File: src/fatx_cluster_chain_lookup_core_macros.svh
// Assertion helpers for the cluster chain lookup core.
// Each helper checks on the rising edge of clk and is off while arst_n is low.
`ifndef FATX_CLUSTER_CHAIN_LOOKUP_CORE_MACROS_SVH
`define FATX_CLUSTER_CHAIN_LOOKUP_CORE_MACROS_SVH

`ifndef SYNTH

// The property must hold at every clock edge outside reset.
`define FCL_ASSERT(label, prop) \
	label: assert property (@(posedge clk) disable iff (!arst_n) (prop)) \
		else $error("cluster chain lookup check failed");

// The expression must never be true at a clock edge outside reset.
`define FCL_ASSERT_NEVER(label, expr) \
	label: assert property (@(posedge clk) disable iff (!arst_n) !(expr)) \
		else $error("cluster chain lookup forbidden condition");

`else

`define FCL_ASSERT(label, prop)
`define FCL_ASSERT_NEVER(label, expr)

`endif

`endif

File: src/fcl_pkg.sv
package fcl_pkg;

	// Chain table geometry.
	localparam int TABLE_ENTRIES = 65536;
	localparam int TABLE_AW      = $clog2(TABLE_ENTRIES);

	// Queue between the front and the back.
	localparam int QDEPTH = 4;
	localparam int QAW    = $clog2(QDEPTH);
	localparam int QCW    = $clog2(QDEPTH + 1);

	// Chain entry markers for narrow and wide entries.
	localparam logic [31:0] NARROW_FIRST_MARK = 32'h0000_fff8;
	localparam logic [31:0] NARROW_MAX_OK     = 32'h0000_fff4;
	localparam logic [31:0] WIDE_FIRST_MARK   = 32'hffff_fff8;
	localparam logic [31:0] WIDE_MAX_OK       = 32'hffff_fff4;

	// Register indexes on the configuration port.
	localparam logic [2:0] REG_PART_START  = 3'd0;
	localparam logic [2:0] REG_DATA_START  = 3'd1;
	localparam logic [2:0] REG_SHIFT       = 3'd2;
	localparam logic [2:0] REG_COUNT       = 3'd3;
	localparam logic [2:0] REG_WIDE        = 3'd4;

	// Result status codes.
	typedef enum logic [2:0] {
		ST_NEXT    = 3'd0,
		ST_EOC     = 3'd1,
		ST_RANGE   = 3'd2,
		ST_FREE    = 3'd3,
		ST_BAD     = 3'd4,
		ST_OUTSIDE = 3'd5,
		ST_WRITE   = 3'd6
	} status_t;

	// Configuration register set.
	typedef struct packed {
		logic [31:0] part_start;
		logic [31:0] data_start;
		logic [2:0]  shift;
		logic [31:0] count;
		logic        wide;
	} cfg_t;

	// One queued item on its way to classification.
	typedef struct packed {
		logic        is_write;
		logic        range_ok;
		logic [31:0] entry;
		logic [31:0] sector;
	} qent_t;

	// Push side of the queue.
	typedef struct packed {
		logic  valid;
		qent_t data;
	} push_t;

endpackage

File: src/fcl_front.sv
module fcl_front
	import fcl_pkg::*;
(
	input  logic                clk,
	input  logic                arst_n,
	input  cfg_t                cfg,
	input  logic                operation,
	input  logic [31:0]         cluster,
	input  logic [31:0]         entry_value,
	input  logic                in_valid,
	output logic                in_stall,
	input  logic [QCW-1:0]      q_level,
	output logic                ram_we,
	output logic                ram_re,
	output logic [TABLE_AW-1:0] ram_addr,
	output logic [31:0]         ram_wdata,
	input  logic [31:0]         ram_rdata,
	output push_t               push
);

	logic        accept;
	logic        in_table;
	logic        range_ok;
	logic [QCW:0] occupancy;
	logic        valid_s1;
	logic        is_write_s1;
	logic        range_ok_s1;
	logic [31:0] offset_s1;

	// Hold off new items when the queue cannot take the one in flight plus another.
	assign occupancy = {1'b0, q_level} + {{QCW{1'b0}}, valid_s1};
	assign in_stall  = (occupancy >= (QCW + 1)'(QDEPTH));
	assign accept    = in_valid && !in_stall;

	// Range checks on the incoming cluster number.
	assign in_table = (cluster[31:TABLE_AW] == '0);
	assign range_ok = (cluster != 32'd0) && (cluster < cfg.count) && in_table;

	// Table access: writes outside the table are dropped, lookups always read.
	assign ram_we    = accept && operation && in_table;
	assign ram_re    = accept && !operation;
	assign ram_addr  = cluster[TABLE_AW-1:0];
	assign ram_wdata = cfg.wide ? entry_value : {16'h0000, entry_value[15:0]};

	// Stage one waits for the table read and carries the cluster offset.
	always_ff @(posedge clk or negedge arst_n) begin
		if (!arst_n) begin
			valid_s1 <= 1'b0;
		end else begin
			valid_s1 <= accept;
		end
	end

	always_ff @(posedge clk) begin
		if (accept) begin
			is_write_s1 <= operation;
			range_ok_s1 <= range_ok;
			offset_s1   <= (cluster - 32'd1) << cfg.shift;
		end
	end

	// Combine read data and the sector address into a queue entry.
	always_comb begin
		push.valid         = valid_s1;
		push.data.is_write = is_write_s1;
		push.data.range_ok = range_ok_s1;
		push.data.entry    = cfg.wide ? ram_rdata : {16'h0000, ram_rdata[15:0]};
		if (range_ok_s1 && !is_write_s1) begin
			push.data.sector = cfg.part_start + cfg.data_start + offset_s1;
		end else begin
			push.data.sector = 32'd0;
		end
	end

endmodule

File: config.mk
export PLATFORM = sky130hd
export DESIGN_NAME = fcl_front
export DESIGN_NICKNAME = d
export VERILOG_FILES = /design/src/fatx_cluster_chain_lookup_core_macros.svh /design/src/fcl_pkg.sv /design/src/fcl_front.sv
export SDC_FILE = /design/constraint.sdc
export NUM_CORES = 1
export LEC_CHECK = 0
export BUFFER_PORTS_ARGS = -buffer_cell sky130_fd_sc_hd__buf_2
export CAP_MARGIN = 20
export CORE_ASPECT_RATIO = 0.7
export CORE_MARGIN = 3
export CORE_UTILIZATION = 49
export CTS_CLUSTER_SIZE = 10
export DETAILED_ROUTE_END_ITERATION = 10
export PLACE_DENSITY = 0.9
export SLEW_MARGIN = 15
export SYNTH_ARGS = -nofsm -noshare
export SYNTH_HDL_FRONTEND = slang
export SYNTH_SLANG_ARGS = --single-unit
File: constraint.sdc
create_clock -name clk -period 4.45 [get_ports clk]
set_clock_uncertainty 0.15 [all_clocks]
set_input_delay 0.6675 -clock clk [delete_from_list [all_inputs] [get_ports clk]]
set_output_delay 0.6675 -clock clk [all_outputs]
set_load 0.05 [all_outputs]
After elaboration in Yosys (flattened, before gate mapping) --
Index checks and enable logic that the tools add are counted.
Operators by class: add/sub/neg operators 4, multiply operators 0, divide/modulo/power cells 0, magnitude comparators 2, eq/ne operators 0, shifts and indexed selects 1, multiplexer cells 3, bitwise operators 0, reduce and logical (&&, ||, !) cells 12
Operators with widths (count):
- $mux 32 | 3
- $add 32x32->32 | 2
- $lt 32x32->1 | 1
- $reduce_bool 32->1 | 1
- $shl 32x3->32 | 1
- $sub 32x1->32 const B | 1
- $logic_not 16->1 | 1
- $logic_and 1x1->1 | 7
- $add 3x1->4 | 1
- $ge 4x3->1 const B | 1
- $logic_not 1->1 | 3
Word-level totals: register bits after elaboration 35, bits in latches 0, RAM bits 0, memory bits (read-only) 0, input port bits 203, output and inout port bits 118, logic and storage cells 26, memories 0

Longest topological paths before layout --
word-level depth 6, gate-level depth with buffers 11, gate-level depth less buffers 11

Worst setup path after synthesis --
No wires, ideal clock.
path type input to output, start input port cfg[37] in the netlist's numbering, end output port push[29] in the netlist's numbering, arrival 4.029 ns, data required time 3.632 ns, setup slack -0.397 ns, cell stages on the path 11, buffers on the path 0, cell sequence fa_1 -> ha_1 -> fa_1 -> a211oi_1 -> nor2_1 -> o21ai_0 -> a21oi_1 -> o32a_1 -> a31oi_1 -> o21ai_0 -> mux2i_1
RTL lines:
- start: declaration | RTL line fcl_front.sv:6 | input cfg_t cfg,
- end: declaration | RTL line fcl_front.sv:18 | output push_t push

==> flow_summary.toml <==
[yosys]
ys_ff_latch = 35
synth-main-ff-cell = "edfxtp_1"
synth_nets = 1147
postSynth.asyncResetShare_pct = 2.86
synth.distinct_cells = 77
synth-edff-count = 34
synthesis.area_um2 = 6990
netlist_instances = 849
yosys_warnings = 0
avgSynthCellArea_um2 = 8.23
ys_seq_area_share_pct = 15.0

[cells_and_area]
n_fill_cell = 1142
layoutNonFillerInstCount = 1252
antennaDiodeCount = 0
final_cell_mix = "buf_2 (245), nor2_1 (64), ha_1 (61)"
nNetsFinal = 1364
syn_to_final_growth_pct = 24.5
layout_commonest_cell = "buf_2"
utilization_pct = 64.3
final_layout_size_suffix_gt1_share_pct = 35.1

[clock_tree]
clock_latency_ps = 270
clock-sinks = 35
clkTransAtPathRegs_ps = 50
cts_htree_levels = 2
cts_buffers = 5
cts_root_buf = "clkbuf_16"
clk_path_buf_depth = 2
cts_tree = "done"

[sta]
worst_pin_slew_ps = 973
rsz0062_at_grt = "yes"
fin_crit_sh_pct = 98.8
hold_violations = 0
fin_setup_tns_ps = 0
max_freq_mhz = 227
min_period_ps = 4400
drv_slew = 0
finalSetupViolCount = 0
maxSlewHeadroom_pct = 35.1

[route]
via_per_inst = 5.68
drc = 0
routedWlPerCell_um = 16.7
dr.first_iter.drc_count = 479
ant_nets = 0
firstDrtPassIters = 5
drt_wl_total_um = 20900
via_count = 7113

[place]
place.gp.congestion = 0.893
dp_cells = 1237
hpwl_um = 17300
port_buffers = 256

[setup_path]
ff2ff_setup_slack_ps = 2770
cp.required_ps = 3630
cp-start-kind = "input port"
crit_cells = 14
crit_buf_inv = 4
crit_path_end_kind = "output pin"
cp.arrival_ps = 3580
worstRegToRegCells = 3
crit_type = "input port to output pin"
slowest_delay_ps = 470
crit_family = "compound AO/OA/AOI/OAI gates"
cp_slowest_cell = "fa_1"
path_cells = "buf_6 > fa_1 > ha_2 > buf_4 > a211oi_2 > nor2_2 > o31ai_4 > o211ai_1 > a221oi_2 > buf_4 > o21ai_2 > o31ai_4 > mux2i_4 > buf_6"
crit_path_max_fanout = 3

[die]
die_w_um = 149
io-pin-count = 321
core-area_um2 = 13500
start_util_pct = 51.6
die_height_um = 106
num_rows = 35
die-area_um2 = 15700

[grt]
overflow = 0
grt_max_degree = 48
antenna_found_initial = 0
grt_pass1_vias = 6786
gr-usage-all-layers_pct = 25.5
grt_pass1_wl_um = 33400

[hold_path]
min_path_type = "input port to flip-flop"
hold_depth = 1

[power_and_ir_drop]
p_total_uw = 2110
power_density_nw_per_um2 = 243
vdd_drop_max_mv = 0.163
power.leakage_uw = 0.00412

[run_status]
status = "completed"

[flow_run]
maxCapViolCount = 0
## per-layer routing
layer | part of all wire (%) | up-vias | global-route usage, %
li1 | - | 3482 | -
met1 | 45 | 3251 | 37.0
met2 | 45 | 350 | 40.0
met3 | 8.9 | 30 | 5.33
met4 | 1.6 | 0 | 4.02
met5 | 0 | - | 0
## area by class of cell
type / count / area (um2) / share of cell area [%]
well taps: 185 / 231 / 2.66
clock inverters: 1 / 5.00 / 0.0576
repair buffers: 306 / 1720 / 19.8
flip-flops and latches: 35 / 1050 / 12.0
multi-input cells: 677 / 5410 / 62.2
inverters: 41 / 154 / 1.77
clock buffers: 7 / 133 / 1.53
## worst register-to-register path, delay by kind of cell (launching register included)
family | cells | cell delay (ps)
flops | 1 | 390
buf+inv | 1 | 390
compound gates | 1 | 210
simple gates | 1 | 150
## stage by stage
step	setup slack (ps)	hold slack [ps]	area, um2
2_1_floorplan	-67.4	222	7040
3_3_place_gp	-418	293	8300
3_5_place_dp	-423	294	8300
4_1_cts	-2.07	1.40	8610
5_1_grt	-64.6	451	8700
6_report	53.8	454	8700
## flip-flops by register name (all words and copies together), names as in the netlist
register / count
range_ok_s1: 1
is_write_s1: 1
valid_s1: 1
offset_s1: 32
## logic make-up (layout without fill, tap and decap cells)
logic type | Yosys count | count (layout) | share of synthesized area, %
AND/OR/NAND/NOR | 266 | 266 | 20.6
AO/OA/AOI/OAI | 232 | 232 | 22.0
buffers and inverters | 137 | 355 | 10.4
adder cells (fa/ha/maj) | 95 | 95 | 20.5
multiplexers | 46 | 46 | 6.77
XOR/XNOR | 38 | 38 | 4.76
flip-flops | 35 | 35 | 15.0
## timing repair
action                                  4_1_cts  5_1_grt
cloned                                        0        0
endpoints found under the hold margin         0        1
endpoints found under the setup margin       12       15
gates resized for setup                      30       24
hold buffers                                  0        1
pin swaps                                    20        8
setup buffers                                 6        0
## cell usage after synthesis, types with 31 or more instances
cell type,count,area [um2]
mux2i_1,36,360
a21o_1,31,233
a21oi_1,60,300
clkbuf_1,35,131
edfxtp_1,34,1020
and2_1,41,257
ha_1,63,788
nor2_1,70,263
inv_1,40,150
buf_4,51,383
fa_1,32,641
o21ai_0,37,185
nand2_1,46,173
## power by group
group          switching, uW  internal, uW
sequential              12.3           390
clock                    122           207
combinational            786           592
total                    920          1190
## path summary, 6_finish.rpt
check | from | to
worst max register to register | valid_s1 | offset_s1[6]
worst min-delay path | operation | is_write_s1
min in group asynchronous | arst_n | valid_s1
worst max-delay path | cfg[69] | push[30]
worst min register to register | valid_s1 | valid_s1
max in group asynchronous | arst_n | valid_s1
Note: power is estimated with default switching activity, not from simulation.
