===== config.mk =====
export PLATFORM = sky130hd
export DESIGN_NAME = fcl_back
export DESIGN_NICKNAME = d
export VERILOG_FILES = /design/src/fatx_cluster_chain_lookup_core_macros.svh /design/src/fcl_pkg.sv /design/src/fcl_back.sv
export SDC_FILE = /design/constraint.sdc
export NUM_CORES = 1
export LEC_CHECK = 0
export ABC_CLOCK_PERIOD_IN_PS = 5200
export BUFFER_PORTS_ARGS = -buffer_cell sky130_fd_sc_hd__buf_2
export CAP_MARGIN = 20
export CELL_PAD_IN_SITES_DETAIL_PLACEMENT = 1
export CELL_PAD_IN_SITES_GLOBAL_PLACEMENT = 2
export CORE_ASPECT_RATIO = 2
export CORE_MARGIN = 2
export CORE_UTILIZATION = 23
export CTS_BUF_LIST = sky130_fd_sc_hd__clkbuf_4
export DETAILED_ROUTE_END_ITERATION = 8
export PLACE_DENSITY = 0.82
export SKIP_CTS_REPAIR_TIMING = 1
export SLEW_MARGIN = 15
export SYNTH_ARGS = -nofsm -noshare
export SYNTH_HDL_FRONTEND = slang
export SYNTH_SLANG_ARGS = --single-unit

===== constraint.sdc =====
create_clock -name clk -period 5.2 [get_ports clk]
set_input_delay 1.04 -clock clk [delete_from_list [all_inputs] [get_ports clk]]
set_output_delay 1.04 -clock clk [all_outputs]
set_load 0.1 [all_outputs]

===== src/fatx_cluster_chain_lookup_core_macros.svh =====
// Assertion helpers for the cluster chain lookup core.
// Each helper checks on the rising edge of clk and is off while arst_n is low.
`ifndef FATX_CLUSTER_CHAIN_LOOKUP_CORE_MACROS_SVH
`define FATX_CLUSTER_CHAIN_LOOKUP_CORE_MACROS_SVH

`ifndef SYNTH

// The property must hold at every clock edge outside reset.
`define FCL_ASSERT(label, prop) \
	label: assert property (@(posedge clk) disable iff (!arst_n) (prop)) \
		else $error("cluster chain lookup check failed");

// The expression must never be true at a clock edge outside reset.
`define FCL_ASSERT_NEVER(label, expr) \
	label: assert property (@(posedge clk) disable iff (!arst_n) !(expr)) \
		else $error("cluster chain lookup forbidden condition");

`else

`define FCL_ASSERT(label, prop)
`define FCL_ASSERT_NEVER(label, expr)

`endif

`endif


===== src/fcl_pkg.sv =====
package fcl_pkg;

	// Chain table geometry.
	localparam int TABLE_ENTRIES = 65536;
	localparam int TABLE_AW      = $clog2(TABLE_ENTRIES);

	// Queue between the front and the back.
	localparam int QDEPTH = 4;
	localparam int QAW    = $clog2(QDEPTH);
	localparam int QCW    = $clog2(QDEPTH + 1);

	// Chain entry markers for narrow and wide entries.
	localparam logic [31:0] NARROW_FIRST_MARK = 32'h0000_fff8;
	localparam logic [31:0] NARROW_MAX_OK     = 32'h0000_fff4;
	localparam logic [31:0] WIDE_FIRST_MARK   = 32'hffff_fff8;
	localparam logic [31:0] WIDE_MAX_OK       = 32'hffff_fff4;

	// Register indexes on the configuration port.
	localparam logic [2:0] REG_PART_START  = 3'd0;
	localparam logic [2:0] REG_DATA_START  = 3'd1;
	localparam logic [2:0] REG_SHIFT       = 3'd2;
	localparam logic [2:0] REG_COUNT       = 3'd3;
	localparam logic [2:0] REG_WIDE        = 3'd4;

	// Result status codes.
	typedef enum logic [2:0] {
		ST_NEXT    = 3'd0,
		ST_EOC     = 3'd1,
		ST_RANGE   = 3'd2,
		ST_FREE    = 3'd3,
		ST_BAD     = 3'd4,
		ST_OUTSIDE = 3'd5,
		ST_WRITE   = 3'd6
	} status_t;

	// Configuration register set.
	typedef struct packed {
		logic [31:0] part_start;
		logic [31:0] data_start;
		logic [2:0]  shift;
		logic [31:0] count;
		logic        wide;
	} cfg_t;

	// One queued item on its way to classification.
	typedef struct packed {
		logic        is_write;
		logic        range_ok;
		logic [31:0] entry;
		logic [31:0] sector;
	} qent_t;

	// Push side of the queue.
	typedef struct packed {
		logic  valid;
		qent_t data;
	} push_t;

endpackage


===== src/fcl_back.sv =====
module fcl_back
	import fcl_pkg::*;
(
	input  logic        clk,
	input  logic        arst_n,
	input  cfg_t        cfg,
	input  logic        empty,
	input  qent_t       head,
	output logic        pop,
	output logic        out_valid,
	input  logic        out_stall,
	output logic [31:0] next_cluster,
	output logic [2:0]  status,
	output logic [31:0] cluster_sector
);

	logic        out_valid_q;
	status_t     status_q;
	logic [31:0] next_q;
	logic [31:0] sector_q;
	status_t     status_d;
	logic [31:0] next_d;
	logic [31:0] first_mark;
	logic [31:0] max_ok;

	// Take the next item when the output register is free or being emptied.
	assign pop = !empty && (!out_valid_q || !out_stall);

	assign first_mark = cfg.wide ? WIDE_FIRST_MARK : NARROW_FIRST_MARK;
	assign max_ok     = cfg.wide ? WIDE_MAX_OK : NARROW_MAX_OK;

	// Classify the chain entry of a lookup; writes and range misses get their own status.
	always_comb begin
		next_d = 32'd0;
		if (head.is_write) begin
			status_d = ST_WRITE;
		end else if (!head.range_ok) begin
			status_d = ST_RANGE;
		end else if (head.entry >= first_mark) begin
			status_d = ST_EOC;
		end else if (head.entry == 32'd0) begin
			status_d = ST_FREE;
		end else if (head.entry > max_ok) begin
			status_d = ST_BAD;
		end else if (head.entry >= cfg.count) begin
			status_d = ST_OUTSIDE;
		end else begin
			status_d = ST_NEXT;
			next_d   = head.entry;
		end
	end

	// Output register.
	always_ff @(posedge clk or negedge arst_n) begin
		if (!arst_n) begin
			out_valid_q <= 1'b0;
		end else if (pop) begin
			out_valid_q <= 1'b1;
		end else if (!out_stall) begin
			out_valid_q <= 1'b0;
		end
	end

	always_ff @(posedge clk) begin
		if (pop) begin
			status_q <= status_d;
			next_q   <= next_d;
			sector_q <= head.sector;
		end
	end

	assign out_valid      = out_valid_q;
	assign status         = status_q;
	assign next_cluster   = next_q;
	assign cluster_sector = sector_q;

endmodule

Yosys cells after proc, flatten, opt, wreduce, memory -nomap -nowiden
Index checks and enable logic that the tools add are counted.
{"block": "classes", "muxes": 9, "n_bitwise": 1, "eq_ne": 1, "magnitude_cmp": 3, "reduce_logical": 8}
{"cell": "32-bit greater-or-equal comparator", "n": 2}
{"cell": "32-bit two-way mux", "n": 2}
{"cell": "32-bit > comparator", "n": 1}
{"cell": "32-bit zero test", "n": 1}
{"cell": "3-bit two-way mux", "n": 5}
{"cell": "6-bit OR reduction", "n": 1}
{"cell": "1-bit zero test", "n": 3}
{"cell": "1-bit two-way mux", "n": 2}
{"cell": "2-bit != test, second input constant", "n": 1}
{"cell": "2-bit OR reduction", "n": 1}
{"cell": "1-bit logical AND", "n": 1}
{"cell": "1-bit logical OR", "n": 1}
{"cell": "1-bit NOT", "n": 1}
{"block": "totals", "ff_bits": 68, "in_bits": 170, "elab_cells": 27, "output_inout_bits": 69}

Logic depth before layout (Yosys ltp)
{"block": "logic_depth", "word_depth": 6, "ltp_mapped": 9, "ltp_nobuf": 8}

Least setup slack after synthesis
OpenSTA, ideal clock, no wires.
{"block": "synth_timing", "path_type": "in2out", "start": "input out_stall", "end": "output pop", "required_time_ps": 4160, "cell_stages": 1, "path_slack_ps": -1553, "path_buffers": 0, "t_arrival_ps": 5713, "cell_sequence": "a21oi_1"}
{"block": "synth_via", "elab_chain_cells": 3}
{"element": "start: declaration", "line_no": "fcl_back.sv:11", "source": "input logic out_stall,"}
{"element": "1-bit zero test"}
{"element": "1-bit logical OR", "line_no": "fcl_back.sv:27", "source": "assign pop = !empty && (!out_valid_q || !out_stall);"}
{"element": "1-bit logical AND", "line_no": "fcl_back.sv:27"}
{"element": "end: declaration", "line_no": "fcl_back.sv:9", "source": "output logic pop,"}
Every way passes these cells.

Worst setup path in the final report
{"block": "layout_timing", "start": "input cfg[0] in the netlist's numbering", "end": "register next_q[17], in the netlist next_cluster[17], data pin"}
{"block": "layout_via", "elab_chain_cells": 3, "elab_cells_between_ends": 5, "cone_classes": "order compare: 2; mux: 2; reduce/logical: 1"}
{"element": "start: declaration", "line_no": "fcl_back.sv:6", "source": "input cfg_t cfg,"}
{"element": "32-bit two-way mux (on tied branches)", "line_no": "fcl_back.sv:29, fcl_back.sv:30"}
{"element": "32-bit greater-or-equal comparator / 32-bit > comparator (equally long branches)", "line_no": "fcl_back.sv:39, fcl_back.sv:43"}
{"element": "6-bit OR reduction (no source line) (*)"}
{"element": "end signal: assignment", "line_no": "fcl_back.sv:67", "source": "next_q <= next_d;"}
{"element": "end: declaration", "line_no": "fcl_back.sv:19", "source": "logic [31:0] next_q;"}
Every way passes the cells marked *; elsewhere a longest branch is shown, timed or not.
A chain may end at the register's enable or synchronous reset.

==> impl_metrics.py <==
metrics = {
    "outcome": {
        "status": "complete, no violations",
    },
    "cells_and_area": {
        "fillers": 1911,
        "multiInputGateArea_um2": 1560,
        "ff_latch_area_um2": 2040,
        "final_nets": 716,
        "drive_gt1_frac": 0.447,
        "fin_util": 0.310,
        "postLayoutCellArea_um2": 5150,
        "area_growth_pct": 32.8,
    },
    "min_path": {
        "hp-class": "input port to asynchronous set/reset pin",
    },
    "global_route": {
        "grt_pass1_vias": 3308,
        "grt_pass1_wl_mm": 16.6,
        "grt_overflow": 0,
        "antenna_found_initial": 1,
        "gr-usage-all-layers": 0.120,
        "grt_max_degree": 68,
    },
    "timing": {
        "clock.fmax_mhz": 259,
        "fin_hold_ws_ns": 0.397,
        "setup_viol_count_final": 0,
        "grt_setup_unrepaired": "no",
        "layout_setup_ws_ns": 1.33,
        "slew_headroom": 0.372,
        "fin_crit_ns": 3.87,
        "hold_viol_final": 0,
        "tightest_slew_ns": 0.940,
        "tns_ns": 0,
        "skew_ns": 0.00992,
        "finalMaxSlewViolations": 0,
        "fin_crit_sh": 0.744,
    },
    "yosys": {
        "synth.area.top_cells": "edfxtp_1, ha_1, nor3_2",
        "yosysTopAreaCell": "edfxtp_1",
        "synth_top_area_frac": 0.519,
        "syn-instance-count": 321,
        "ys_ff_latch": 68,
        "synth-main-ff-cell": "edfxtp_1",
        "syn-mean-instance-area_um2": 12.1,
        "synth.distinct_cells": 38,
        "synth-async-reset-ratio": 0.0147,
        "synth_edf_count": 67,
        "synth_warnings": 0,
        "syn-num-nets": 539,
        "netlist_area_um2": 3880,
        "seq_area_frac_synth": 0.526,
    },
    "clock_network": {
        "numCtsBuffers": 9,
        "clk_pin_slew_ns": 0.10,
        "clk_latency_ns": 0.39,
        "cts_root_buffer": "clkbuf_4",
        "cts_buffer_depth": 2,
        "cts.sinks": 68,
        "htree_num_levels": 3,
        "cts_tree": "done",
    },
    "power": {
        "pwr-share-seq": 0.432,
        "p_clk_frac": 0.278,
        "p_comb_frac": 0.289,
        "ir_worst_vdd_v": 0.000126,
        "swShare": 0.343,
        "p_leak_uw": 0.00241,
        "power.switching_uw": 509,
        "internal_power_uw": 974,
        "power_density_nw_per_um2": 288,
    },
    "routing": {
        "ant_nets": 0,
        "wl_per_cell_um": 15.3,
        "drtPass1Iterations": 4,
        "drc": 0,
        "drtIter0Drc": 71,
        "vias": 3125,
        "vias_per_cell": 4.40,
        "wl_mm": 10.9,
    },
    "critical_path": {
        "rrSetupSlack_ns": 3.57,
        "worstSetupStartpoint": "cfg[0]",
        "end_kind": "flip-flop",
        "ff2ff_path_depth": 2,
        "path_class": "input port to flip-flop",
        "r2r-end": "next_cluster[4]",
        "arrival_ns": 4.07,
        "endpoint": "next_cluster[17]",
        "startpoint_type": "input port",
        "worstPathRequired_ns": 5.40,
        "worstReg2RegStart": "out_valid",
        "worstPathMaxFanout": 32,
    },
    "place": {
        "numPortBuffers": 171,
        "gp_congestion": 0.774,
        "pre_cts_slack_ns": 0.921,
        "hpwl_mm": 9.27,
        "dpl_cell_area_um2": 4970,
    },
    "floorplanning": {
        "core_um2": 16600,
        "die_area_um2": 18000,
        "start_util": 0.234,
        "top_level_ports": 239,
        "fp.dieH_um": 188,
        "die_x_um": 95.8,
        "rows": 67,
    },
    "flow_run": {
        "cap_violations": 0,
    },
}
==> logic make-up after synthesis <==
logic type	after synthesis	share of synthesized area
compound gates	43	0.0755
fa+ha+maj	48	0.155
flops	68	0.525
buf+inv	72	0.0765
simple gates	90	0.168
==> sequential cells by signal, indices dropped and copies added, names as in the netlist <==
register	flops
cluster_sector	32
next_cluster	32
status	3
out_valid	1
==> cell type report <==
type,instances,area share
antenna,1,0.000486
tap,207,0.0503
timing repair buffer,172,0.168
inverter,66,0.0481
sequential,68,0.396
clock buffer,10,0.0146
clock inverter,6,0.0199
multi-input combinational,181,0.303
==> power groups by stage <==
| stage | Combinational [uW] | Sequential, uW | Clock (uW) |
|---|---|---|---|
| after floorplan | 126 | 856 | 0 |
| after global placement | 424 | 653 | 0 |
| after detailed placement | 433 | 655 | 0 |
| after CTS | 434 | 642 | 429 |
| after global routing | 463 | 645 | 443 |
| final | 429 | 641 | 413 |
==> per-layer routing <==
| layer | up-vias | part of all wire | track usage |
|---|---|---|---|
| li1 | 1526 | - | - |
| met5 | - | 0 | 0 |
| met1 | 1413 | 0.39 | 0.140 |
| met4 | 0 | 0.021 | 0.0489 |
| met2 | 173 | 0.48 | 0.204 |
| met3 | 13 | 0.11 | 0.0329 |
==> worst max-delay path, cell delays in order <==
cell and delay [ns]:
buf_2 0.09, inv_1 0.40, ha_1 0.36, a21oi_1 0.13, o21ai_0 0.11, a221o_1 0.41, nor3_1 0.34, nand3_2 0.79
nor3_2 0.39
==> cells in the mapped netlist, types with 2 or more instances <==
master and count:
edfxtp_1 67, inv_1 66, ha_1 48, nor3_2 29, a21oi_1 19, nand2_1 13, nand4_1 12, nor3_1 7
nand3_1 6, nor4_1 6, o21ai_0 5, and4_1 4, nor2_1 4, a21o_1 3, buf_2 3, buf_6 3
a221o_1 2, nor2b_1 2, o21a_1 2, or3_1 2
==> per-stage QoR <==
step | cells | power [uW]
2_1_floorplan | 321 | 982
3_3_place_gp | 694 | 1080
3_5_place_dp | 694 | 1090
4_1_cts | 710 | 1510
5_1_grt | 711 | 1550
6_report | 711 | 1480
==> worst min-delay path by stage <==
stage                    from         to  slack [ns]  depth (start not counted)
finish                 arst_n  out_valid        0.40                          1
global route           arst_n  out_valid        0.37                          1
CTS                    arst_n  out_valid        0.36                          1
detailed placement  out_valid  out_valid        0.58                          2
global placement    out_valid  out_valid        0.54                          2
floorplan              arst_n  out_valid        0.74                          0
==> cell usage in the layout, fill, tap and decap left out, types with 4 or more instances in the layout <==
cell / n
inv_1: 66
clkbuf_4: 10
nor3_1: 7
ha_1: 48
a21oi_1: 18
buf_2: 171
nor4_1: 6
edfxtp_1: 67
o21ai_0: 5
nand2_1: 13
nor2_1: 4
nor3_2: 29
nand3_1: 5
nand4_1: 12
and4_1: 4
Note: power is estimated with default switching activity, not from simulation.
