File: src/fatx_cluster_chain_lookup_core_macros.svh
// Assertion helpers for the cluster chain lookup core.
// Each helper checks on the rising edge of clk and is off while arst_n is low.
`ifndef FATX_CLUSTER_CHAIN_LOOKUP_CORE_MACROS_SVH
`define FATX_CLUSTER_CHAIN_LOOKUP_CORE_MACROS_SVH

`ifndef SYNTH

// The property must hold at every clock edge outside reset.
`define FCL_ASSERT(label, prop) \
	label: assert property (@(posedge clk) disable iff (!arst_n) (prop)) \
		else $error("cluster chain lookup check failed");

// The expression must never be true at a clock edge outside reset.
`define FCL_ASSERT_NEVER(label, expr) \
	label: assert property (@(posedge clk) disable iff (!arst_n) !(expr)) \
		else $error("cluster chain lookup forbidden condition");

`else

`define FCL_ASSERT(label, prop)
`define FCL_ASSERT_NEVER(label, expr)

`endif

`endif

File: src/fcl_pkg.sv
package fcl_pkg;

	// Chain table geometry.
	localparam int TABLE_ENTRIES = 65536;
	localparam int TABLE_AW      = $clog2(TABLE_ENTRIES);

	// Queue between the front and the back.
	localparam int QDEPTH = 4;
	localparam int QAW    = $clog2(QDEPTH);
	localparam int QCW    = $clog2(QDEPTH + 1);

	// Chain entry markers for narrow and wide entries.
	localparam logic [31:0] NARROW_FIRST_MARK = 32'h0000_fff8;
	localparam logic [31:0] NARROW_MAX_OK     = 32'h0000_fff4;
	localparam logic [31:0] WIDE_FIRST_MARK   = 32'hffff_fff8;
	localparam logic [31:0] WIDE_MAX_OK       = 32'hffff_fff4;

	// Register indexes on the configuration port.
	localparam logic [2:0] REG_PART_START  = 3'd0;
	localparam logic [2:0] REG_DATA_START  = 3'd1;
	localparam logic [2:0] REG_SHIFT       = 3'd2;
	localparam logic [2:0] REG_COUNT       = 3'd3;
	localparam logic [2:0] REG_WIDE        = 3'd4;

	// Result status codes.
	typedef enum logic [2:0] {
		ST_NEXT    = 3'd0,
		ST_EOC     = 3'd1,
		ST_RANGE   = 3'd2,
		ST_FREE    = 3'd3,
		ST_BAD     = 3'd4,
		ST_OUTSIDE = 3'd5,
		ST_WRITE   = 3'd6
	} status_t;

	// Configuration register set.
	typedef struct packed {
		logic [31:0] part_start;
		logic [31:0] data_start;
		logic [2:0]  shift;
		logic [31:0] count;
		logic        wide;
	} cfg_t;

	// One queued item on its way to classification.
	typedef struct packed {
		logic        is_write;
		logic        range_ok;
		logic [31:0] entry;
		logic [31:0] sector;
	} qent_t;

	// Push side of the queue.
	typedef struct packed {
		logic  valid;
		qent_t data;
	} push_t;

endpackage

File: src/fcl_queue.sv
module fcl_queue
	import fcl_pkg::*;
(
	input  logic           clk,
	input  logic           arst_n,
	input  push_t          push,
	input  logic           pop,
	output logic           empty,
	output qent_t          head,
	output logic [QCW-1:0] level
);

	qent_t          slots [QDEPTH];
	logic [QAW-1:0] wr_ptr_q;
	logic [QAW-1:0] rd_ptr_q;
	logic [QCW-1:0] level_q;
	logic           do_pop;

	assign empty  = (level_q == '0);
	assign head   = slots[rd_ptr_q];
	assign level  = level_q;
	assign do_pop = pop && !empty;

	// Pointers and fill level.
	always_ff @(posedge clk or negedge arst_n) begin
		if (!arst_n) begin
			wr_ptr_q <= '0;
			rd_ptr_q <= '0;
			level_q  <= '0;
		end else begin
			if (push.valid) begin
				wr_ptr_q <= wr_ptr_q + 1'b1;
			end
			if (do_pop) begin
				rd_ptr_q <= rd_ptr_q + 1'b1;
			end
			if (push.valid && !do_pop) begin
				level_q <= level_q + 1'b1;
			end else if (!push.valid && do_pop) begin
				level_q <= level_q - 1'b1;
			end
		end
	end

	// Entry storage.
	always_ff @(posedge clk) begin
		if (push.valid) begin
			slots[wr_ptr_q] <= push.data;
		end
	end

endmodule

File: config.mk
export PLATFORM = sky130hd
export DESIGN_NAME = fcl_queue
export DESIGN_NICKNAME = d
export VERILOG_FILES = /design/src/fatx_cluster_chain_lookup_core_macros.svh /design/src/fcl_pkg.sv /design/src/fcl_queue.sv
export SDC_FILE = /design/constraint.sdc
export NUM_CORES = 1
export LEC_CHECK = 0
export BUFFER_PORTS_ARGS = -buffer_cell sky130_fd_sc_hd__buf_4
export CAP_MARGIN = 20
export CORE_ASPECT_RATIO = 2
export CORE_MARGIN = 2
export CORE_UTILIZATION = 24
export DETAILED_ROUTE_END_ITERATION = 10
export HOLD_SLACK_MARGIN = 0.12
export PLACE_DENSITY = 0.46
export SLEW_MARGIN = 0
export SYNTH_ARGS = -nofsm -noshare
export SYNTH_HDL_FRONTEND = slang
export SYNTH_SLANG_ARGS = --single-unit
File: constraint.sdc
create_clock -name clk -period 6.25 [get_ports clk]
set_clock_uncertainty 0.15 [all_clocks]
set_input_delay 1.875 -clock clk [delete_from_list [all_inputs] [get_ports clk]]
set_output_delay 1.875 -clock clk [all_outputs]
set_load 0.01 [all_outputs]
# Word level (Yosys, flattened, before mapping)
# Memories as Yosys holds them, arrays and structs flattened.
# Cells that the tools add are included.
# word_totals
ff_bits	7
mem_bits_rw	264
input_bits	70
output_inout_bits	70
word_cells	20
memories	1
# classes
addsub	4
n_mux	4
n_reduce_logical	8
# mem_list
memory	words	width	read_ports	rd_clocked_by_memory_dff	wr	line	rtl
slots	4	66	1	0	1	fcl_queue.sv:13	qent_t slots [QDEPTH];
# ops
cell	count
2-to-1 mux 3 bit	2
adder 2 x 1 -> 2 bit (second input constant)	2
adder 3 x 1 -> 3 bit (second input constant)	1
logical AND 1 bit	3
logical NOT 1 bit	3
logical NOT 3 bit	1
subtractor 3 x 1 -> 3 bit (second input constant)	1
2-to-1 mux 1 bit	2
nonzero test 2 bit	1

# Longest topological paths before layout
# Gate-level depths: netlist (run 1).
# logic_depth
ltp_word	6
depth_mapped	8
mapped_depth_nobuf	8

# Worst setup path before layout (run 1)
# No wires, ideal clock.
# synth_path
kind	input to register
from	in push[66] (netlist bit)
to	mem slots[3][0] (netlist bit), enable pin
setup_time_ps	431
t_arrival_ps	3426
t_required_ps	5669
slack_ps	2243
cell_stages	1
path_buffers	0
path_cell_list	and2_1
# synth_via
elab_chain_cells	2
# synth_rtl
element	line	rtl
start, declared	fcl_queue.sv:6	input push_t push,
2-to-1 mux 1 bit	fcl_queue.sv:47	if (push.valid) begin
2-to-1 mux 1 bit (not written as such)	fcl_queue.sv:48	slots[wr_ptr_q] <= push.data;
end, declared	fcl_queue.sv:13	
# Every way passes these cells.

==> results of run 1 <==
==> layout by cell type, fill, tap and decap left out, drive strengths merged <==
cell type    n
fa           1
and2         4
xor2         3
clkinvlp     3
mux4        66
nand3        1
mux2         1
dfrtp        7
nor2         1
o21ai        1
edfxtp     264
xnor2        3
nand2        2
ha           5
or3          1
buf        145
clkbuf      30
clkinv       8
inv          6
bufinv       2
==> power breakdown <==
group	internal (mW)	switching (mW)
clock network	0.826	0.667
registers	2.38	0.210
logic	0.912	0.806
==> worst max-delay path by stage <==
stage,startpoint,end,slack (ps)
after floorplan,push[66],slots[3][0],2240
after global placement,rd_ptr_q[0],head[39],2010
after detailed placement,rd_ptr_q[0],head[41],1990
after CTS,rd_ptr_q[0],head[41],1390
after global routing,rd_ptr_q[0],head[41],1310
final,rd_ptr_q[0],head[41],1560
==> registers in the layout, summed over array words and instances, names as in the netlist <==
signal,count
slots,264
level,3
rd_ptr_q,2
wr_ptr_q,2
==> stage by stage <==
step           hold WS [ps]  worst slack (ps)  instances  instance area [um^2]
3_5_place_dp            355              1990       1039                 11600
2_1_floorplan           341              2240        379                  9940
3_3_place_gp            338              2010       1039                 11600
4_1_cts                 367              1390       1084                 12300
6_report                365              1560       1089                 12500
5_1_grt                 376              1310       1089                 12500
==> per-layer routing <==
metal	track usage, %	vias to the layer above
li1	-	1926
met3	1.83	29
met1	10.1	2368
met4	4.00	0
met2	19.8	106
met5	0	-
==> logic make-up (layout without fill, tap and decap cells) <==
logic type               count (synthesis)  in the layout  synth area share (%)
AND/OR/NAND/NOR                          9              9                 0.478
AO/OA/AOI/OAI                            1              1                0.0503
adder cells (fa/ha/maj)                  6              6                 0.831
multiplexers                            67             67                  15.1
flip-flops                             271            271                  81.6
buffers and inverters                   19            194                  1.49
XOR/XNOR                                 6              6                 0.529
==> area by class of cell <==
| cell class | instances | area share (%) |
|---|---|---|
| clock inverter | 15 | 1.17 |
| multi-input combinational | 89 | 13.6 |
| inverter | 4 | 0.121 |
| tap | 535 | 5.37 |
| clock buffer | 30 | 5.17 |
| sequential | 271 | 65.1 |
| timing repair buffer | 145 | 9.46 |
==> flow_summary.yaml, run 1 <==
status:
  status: "finished, final reports clean"
global_route:
  grt_pass1_wl_um: 32000
  grt_pass1_vias: 5130
  grt_max_degree: 68
  grt_overflow: 0
  antenna_found_initial: 0
  gr-usage-all-layers_pct: 10.0
sta:
  rsz0062_at_grt: "false"
  hold_violations: 0
  setup_viol: 0
  drv_slew: 0
  fin_crit_ps: 4690
  tightest_slew_ps: 943
  setup_tns_ps: 0
  fmax_ghz: 0.213
  period_share_pct: 75.1
  relSlewSlack_pct: 37.2
placement:
  io_buffers: 139
  gp_congestion: 0.683
  place_hpwl_um: 12600
synth:
  synthesis.nets: 455
  synth_cells: 379
  yosysMostFrequentCell: "edfxtp_1"
  ys_seq_area_share_pct: 81.6
  ys.flop_type: "edfxtp_1"
  synth_largest_area_cell: "edfxtp_1"
  synth_top_cell_area_share_pct: 79.8
  netlist_area_um2: 9940
  synth_edf_count: 264
  async_flop_share_pct: 2.58
  synthTopCellsByArea: "edfxtp_1, mux4_2, dfrtp_1"
  synth_common_cells: "edfxtp_1, mux4_2, dfrtp_1, ha_1"
  ys.warnings.count: 0
  yosysUniqueCellTypes: 20
  syn_area_per_cell_um2: 26.2
  ys_ff_latch: 271
layout:
  fin_util_pct: 30.4
  fin_nets: 612
  drive_gt1_share_pct: 46.2
  multi_input_area_um2: 1700
  antennaDiodeCount: 0
  final-seq-area_um2: 8110
  area_growth_syn_to_layout_pct: 25.4
  nFillCells: 3999
drt:
  dr.first_iter.drc_count: 240
  wl_per_cell_um: 19.8
  num_vias: 4429
  route.met3.wl_um: 987
  wl_met1_um: 7510
  top_layer: "met4"
  routed-wl-met2_um: 12500
  first_pass_iters: 4
  drtAntennaViolNets: 0
  drt_wl_total_um: 21500
  drc: 0
  drt-vias-per-instance: 4.07
min_path:
  hold_path_class: "register to register"
  hp-start: "level[2]"
  whs_endpoint: "level[2]"
  worstHoldPathCells: 1
power:
  ir_drop_v: 0.000369
  finalPower_mw: 5.80
  leakage_nw: 4.15
  p_per_area_nw_per_um2: 466
clocking:
  ctsResizeCount: 0
  cts_hold_buffers: 0
  root_buffer: "clkbuf_16"
  clock_insertion_delay_worst_skew_ps: 520
  post_cts_buffers: 0
  tritoncts: "yes"
  clock-sinks: 271
  clk_path_buf_depth: 3
  h-tree-depth: 1
  clkTransAtPathRegs_ps: 60
  cts_inserted_buffers: 25
setup_path:
  path_cells: "buf_12 -> mux4_2 -> buf_4"
  path_delay_family: "flip-flops"
  r2r-start: "level[0]"
  cp.buffers_inverters: 2
  cp_num_cells: 3
  critical_path_arrival_ps: 2670
  critPathMaxStageDelay_ps: 1040
  path_max_fanout: 41
  worstPathRequired_ps: 4220
  rr_worst_depth: 8
  rrSetupSlack_ps: 3900
  critPathSlowestCell: "dfrtp_4"
  rr_endpoint: "level[2]"
  crit_path_end_kind: "output pin"
  setup.worst_path.class: "register to output pin"
  worstSetupStartpointType: "register"
floorplanning:
  dieHeight_um: 292
  ios: 140
  start_util_pct: 24.2
  core-area_um2: 41000
  std_cell_rows: 105
  dieArea_um2: 43100
  dieWidth_um: 148
job:
  max_cap_viol_count: 0
Power figures use the tool's default switching activity.
==> inputs of run 2 (changes only) <==
clock period = 4.8 ns   (was 6.25 ns; I/O delays follow)
==> run 2 against run 1 <==
  * Sequential cell count unchanged
  * Wire length decreased by 1.4%
  * Total power increased by 34%
  * Final area increased by 0.98%
  * Worst setup slack got worse by 820 ps
  * Clock-buffer cell count increased by 2
  * Combinational power increased by 33%
==> flow_summary.yaml, run 2 (same netlist as run 1, synthesis figures left out) <==
status:
  status: "finished, final reports clean"
setup_path:
  path_max_fanout: 44
  cp.buffers_inverters: 2
  worstSetupStartpointType: "register"
  critical_path_arrival_ps: 2470
  crit_path_end_kind: "output pin"
  critPathMaxStageDelay_ps: 710
  critPathSlowestCell: "dfrtp_4"
  path_cells: "buf_12 -> mux4_2 -> buf_4"
  setup.worst_path.class: "register to output pin"
  worstPathRequired_ps: 3210
  path_delay_family: "flip-flops"
sta:
  hold_violations: 0
  setup_viol: 0
  period_share_pct: 84.6
  drv_slew: 0
  fin_ws_ps: 740
  rsz0062_at_grt: "false"
  fin_crit_ps: 4060
  setup_tns_ps: 0
  fmax_ghz: 0.246
  tightest_slew_ps: 810
  relSlewSlack_pct: 46.0
layout:
  regMostFlops: "slots"
  layout_common_cells: "edfxtp_1, buf_4, mux4_2"
  nFillCells: 4007
  fin_nets: 614
  instances_no_fill: 1091
  multi_input_area_um2: 1700
  final-seq-area_um2: 8110
  largest_reg_flops: 264
  area_growth_syn_to_layout_pct: 26.6
  antennaDiodeCount: 0
  final_common_cell: "edfxtp_1"
  drive_gt1_share_pct: 46.2
global_route:
  grt_pass1_vias: 5182
  antenna_found_initial: 0
  gr-usage-all-layers_pct: 9.95
  grt_pass1_wl_um: 31900
  grt_max_degree: 48
  grt_overflow: 0
clocking:
  clkTransAtPathRegs_ps: 70
  h-tree-depth: 1
  post_cts_buffers: 0
  clock_insertion_delay_worst_skew_ps: 540
  ctsResizeCount: 0
  root_buffer: "clkbuf_16"
  clock-sinks: 271
  cts_inserted_buffers: 26
  clk_path_buf_depth: 3
  tritoncts: "yes"
  cts_hold_buffers: 0
job:
  max_cap_viol_count: 0
placement:
  dp_slack_ps: 1210
  gp_congestion: 0.666
  place_hpwl_um: 13000
  io_buffers: 139
  place_inst: 1045
floorplanning:
  start_util_pct: 24.2
  std_cell_rows: 105
  core-area_um2: 41000
  dieArea_um2: 43100
  dieHeight_um: 292
  dieWidth_um: 148
  ios: 140
power:
  leakage_nw: 4.22
  p_per_area_nw_per_um2: 618
  ir_drop_v: 0.000352
drt:
  drt_wl_total_um: 21200
  wl_per_cell_um: 19.5
  dr.first_iter.drc_count: 220
  drtAntennaViolNets: 0
  drt-vias-per-instance: 4.04
  first_pass_iters: 4
  num_vias: 4407
  drc: 0
min_path:
  hold_path_class: "register to register"
run 2: changes by cell type in the layout (fill, tap and decap cells not counted), moves of 2 or more:
| cell | delta |
|---|---|
| clkbuf_16 | +2 |
| clkinvlp_4 | -3 |
| buf_12 | -2 |
| bufinv_16 | +3 |
| inv_6 | -2 |
| buf_16 | +2 |
run 2: cell type report:
class / instances / area share (%)
clock buffer: 32 / 5.52
clock inverter: 14 / 1.55
inverter: 4 / 0.119
multi-input combinational: 89 / 13.5
sequential: 271 / 64.5
tap: 535 / 5.32
timing repair buffer: 146 / 9.55
run 2: path summary, 6_finish.rpt:
check	start	to	slack, ps	depth (start not counted)
max in group asynchronous	arst_n	rd_ptr_q[0]	3800	1
worst min register to register	level[2]	level[2]	370	1
worst max-delay path	rd_ptr_q[0]	head[34]	740	3
worst max register to register	level[0]	level[2]	2480	8
worst min-delay path	level[2]	level[2]	370	1
min in group asynchronous	arst_n	rd_ptr_q[1]	550	1
run 2: metrics by stage:
stage / hold slack [ps] / instance area [um^2] / util (%) / power, mW
6_report: 366 / 12600 / 30.7 / 7.77
5_1_grt: 387 / 12600 / 30.7 / 8.18
4_1_cts: 365 / 12600 / 30.7 / 7.96
3_5_place_dp: 353 / 11700 / 28.5 / 5.79
3_3_place_gp: 334 / 11600 / 28.3 / 5.70
2_1_floorplan: 341 / 9940 / - / 4.66
run 2: power by group:
part / switching, mW / total (mW) / internal, mW / leakage [nW]
clock: 0.848 / 2.14 / 1.29 / 0.438
sequential: 0.256 / 3.35 / 3.10 / 2.51
combinational: 1.08 / 2.28 / 1.20 / 1.28
total: 2.18 / 7.77 / 5.59 / 4.22
run 2: per-layer routing:
layer / vias up / routed length (um) / GRT usage, %
met5: - / 0 / 0
met2: 95 / 12000 / 19.2
met1: 2350 / 7810 / 10.6
met3: 25 / 910 / 1.84
li1: 1937 / - / -
met4: 0 / 502 / 3.65
run 2: worst reg2reg max path, cell delays in order, from the launching register on:
cell	delay (ps)
dfrtp_1	440
or3_1	430
nand2_1	140
ha_1	200
inv_1	70
fa_1	380
xor2_1	170
nor2_1	120
xor2_1	150
==> inputs of run 3 (changes only) <==
PLACE_DENSITY = 0.47   (was 0.46)
clock period = 3.3 ns   (was 4.8 ns; I/O delays follow)
==> run 3 against run 2 <==
  * Via count up 0.73%
  * Clock power up 36%
  * Combinational power up 59%
  * Worst hold slack worse by 25 ps
  * Sequential cell count unchanged
  * Sequential share of layout area down 0.36 points
  * Critical path depth unchanged
  * Clock-buffer cell count down 2
  * Worst setup slack worse by 660 ps
  * Wire length up 1.4%
==> flow_summary.yaml, run 3 (same netlist as run 1, synthesis figures left out) <==
drt:
  num_vias: 4439
  drc: 0
  drtAntennaViolNets: 0
  drt-vias-per-instance: 4.04
  dr.first_iter.drc_count: 195
  wl_per_cell_um: 19.6
  first_pass_iters: 4
  drt_wl_total_um: 21500
layout:
  regMostFlops: "slots"
  multi_input_area_um2: 1700
  area_growth_syn_to_layout_pct: 27.3
  final-seq-area_um2: 8110
  drive_gt1_share_pct: 46.9
  final_common_cell: "edfxtp_1"
  instances_no_fill: 1099
  fin_nets: 621
  fin_util_pct: 30.9
  nFillCells: 4004
  layout_common_cells: "edfxtp_1, buf_4, mux4_2"
  largest_reg_flops: 264
global_route:
  grt_max_degree: 41
  antenna_found_initial: 3
  grt_pass1_vias: 5147
  grt_overflow: 0
  grt_pass1_wl_um: 32000
  gr-usage-all-layers_pct: 10.0
placement:
  io_buffers: 139
  gp_congestion: 0.701
  dp_slack_ps: 562
  place_hpwl_um: 13700
  place_inst: 1053
power:
  ir_drop_v: 0.000588
  p_per_area_nw_per_um2: 891
  finalPower_mw: 11.3
  leakage_nw: 4.25
setup_path:
  critPathSlowestCell: "mux4_2"
  setup.worst_path.class: "register to output pin"
  worstPathRequired_ps: 2160
  cp.buffers_inverters: 2
  critical_path_arrival_ps: 2080
  rrSetupSlack_ps: 930
  path_cells: "buf_16 -> mux4_2 -> buf_6"
  worstSetupStartpointType: "register"
  path_max_fanout: 40
  path_delay_family: "multiplexers"
  crit_path_end_kind: "output pin"
  critPathMaxStageDelay_ps: 600
sta:
  setup_viol: 0
  fin_crit_ps: 3220
  setup_tns_ps: 0
  hold_violations: 0
  relSlewSlack_pct: 62.9
  rsz0062_at_grt: "true"
  tightest_slew_ps: 557
  fmax_ghz: 0.311
  drv_slew: 0
  fin_ws_ps: 83.5
  period_share_pct: 97.5
floorplanning:
  dieHeight_um: 292
  std_cell_rows: 105
  ios: 140
  dieWidth_um: 148
  dieArea_um2: 43100
  core-area_um2: 41000
  start_util_pct: 24.2
clocking:
  clk_path_buf_depth: 3
  clock-sinks: 271
  h-tree-depth: 1
  clock_insertion_delay_worst_skew_ps: 520
  cts_inserted_buffers: 24
  root_buffer: "clkbuf_16"
  tritoncts: "yes"
  clkTransAtPathRegs_ps: 70
status:
  status: "finished, final reports clean"
job:
  max_cap_viol_count: 0
min_path:
  hold_path_class: "register to register"
run 3: path summary, 6_finish.rpt:
path                                   from     endpoint  depth (start not counted)
worst max-delay path            rd_ptr_q[0]     head[14]                          3
worst min-delay path               level[2]     level[2]                          1
worst max register to register     level[0]     level[2]                          8
worst min register to register     level[2]     level[2]                          1
max in group asynchronous            arst_n  rd_ptr_q[1]                          2
min in group asynchronous            arst_n  wr_ptr_q[0]                          2
run 3: where the power goes:
group	internal [mW]	total, mW	switching [mW]	leakage, nW
Combinational	1.86	3.62	1.76	1.34
Clock	1.74	2.92	1.18	0.401
Sequential	4.51	4.73	0.220	2.51
Total	8.11	11.3	3.16	4.25
run 3: per-layer routing:
| metal | track usage (%) | up-vias | share of wire (%) |
|---|---|---|---|
| met1 | 10.5 | 2346 | 36 |
| met2 | 19.2 | 108 | 56 |
| met5 | 0 | - | 0.11 |
| li1 | - | 1944 | - |
| met3 | 2.00 | 37 | 4.6 |
| met4 | 3.93 | 4 | 3.2 |
run 3: what timing repair did:
item                                   CTS  global route
hold buffers                             1             0
setup endpoints to repair                6            13
setup buffers                            0             0
endpoints found under the hold margin    7             0
resized for setup                        3            11
pin swaps                                0             0
run 3: metrics by stage:
step	hold WS [ps]	area, um^2
2_1_floorplan	341	9940
3_3_place_gp	322	11700
3_5_place_dp	328	11700
4_1_cts	341	12600
5_1_grt	395	12700
6_report	340	12700
run 3: cell type report:
| type | count | area share (%) |
|---|---|---|
| flip-flops and latches | 271 | 64.1 |
| repair buffers | 155 | 10.5 |
| well taps | 535 | 5.29 |
| clock inverters | 14 | 1.36 |
| clock buffers | 30 | 5.25 |
| inverters | 4 | 0.119 |
| diodes | 1 | 0.0198 |
| multi-input cells | 89 | 13.4 |
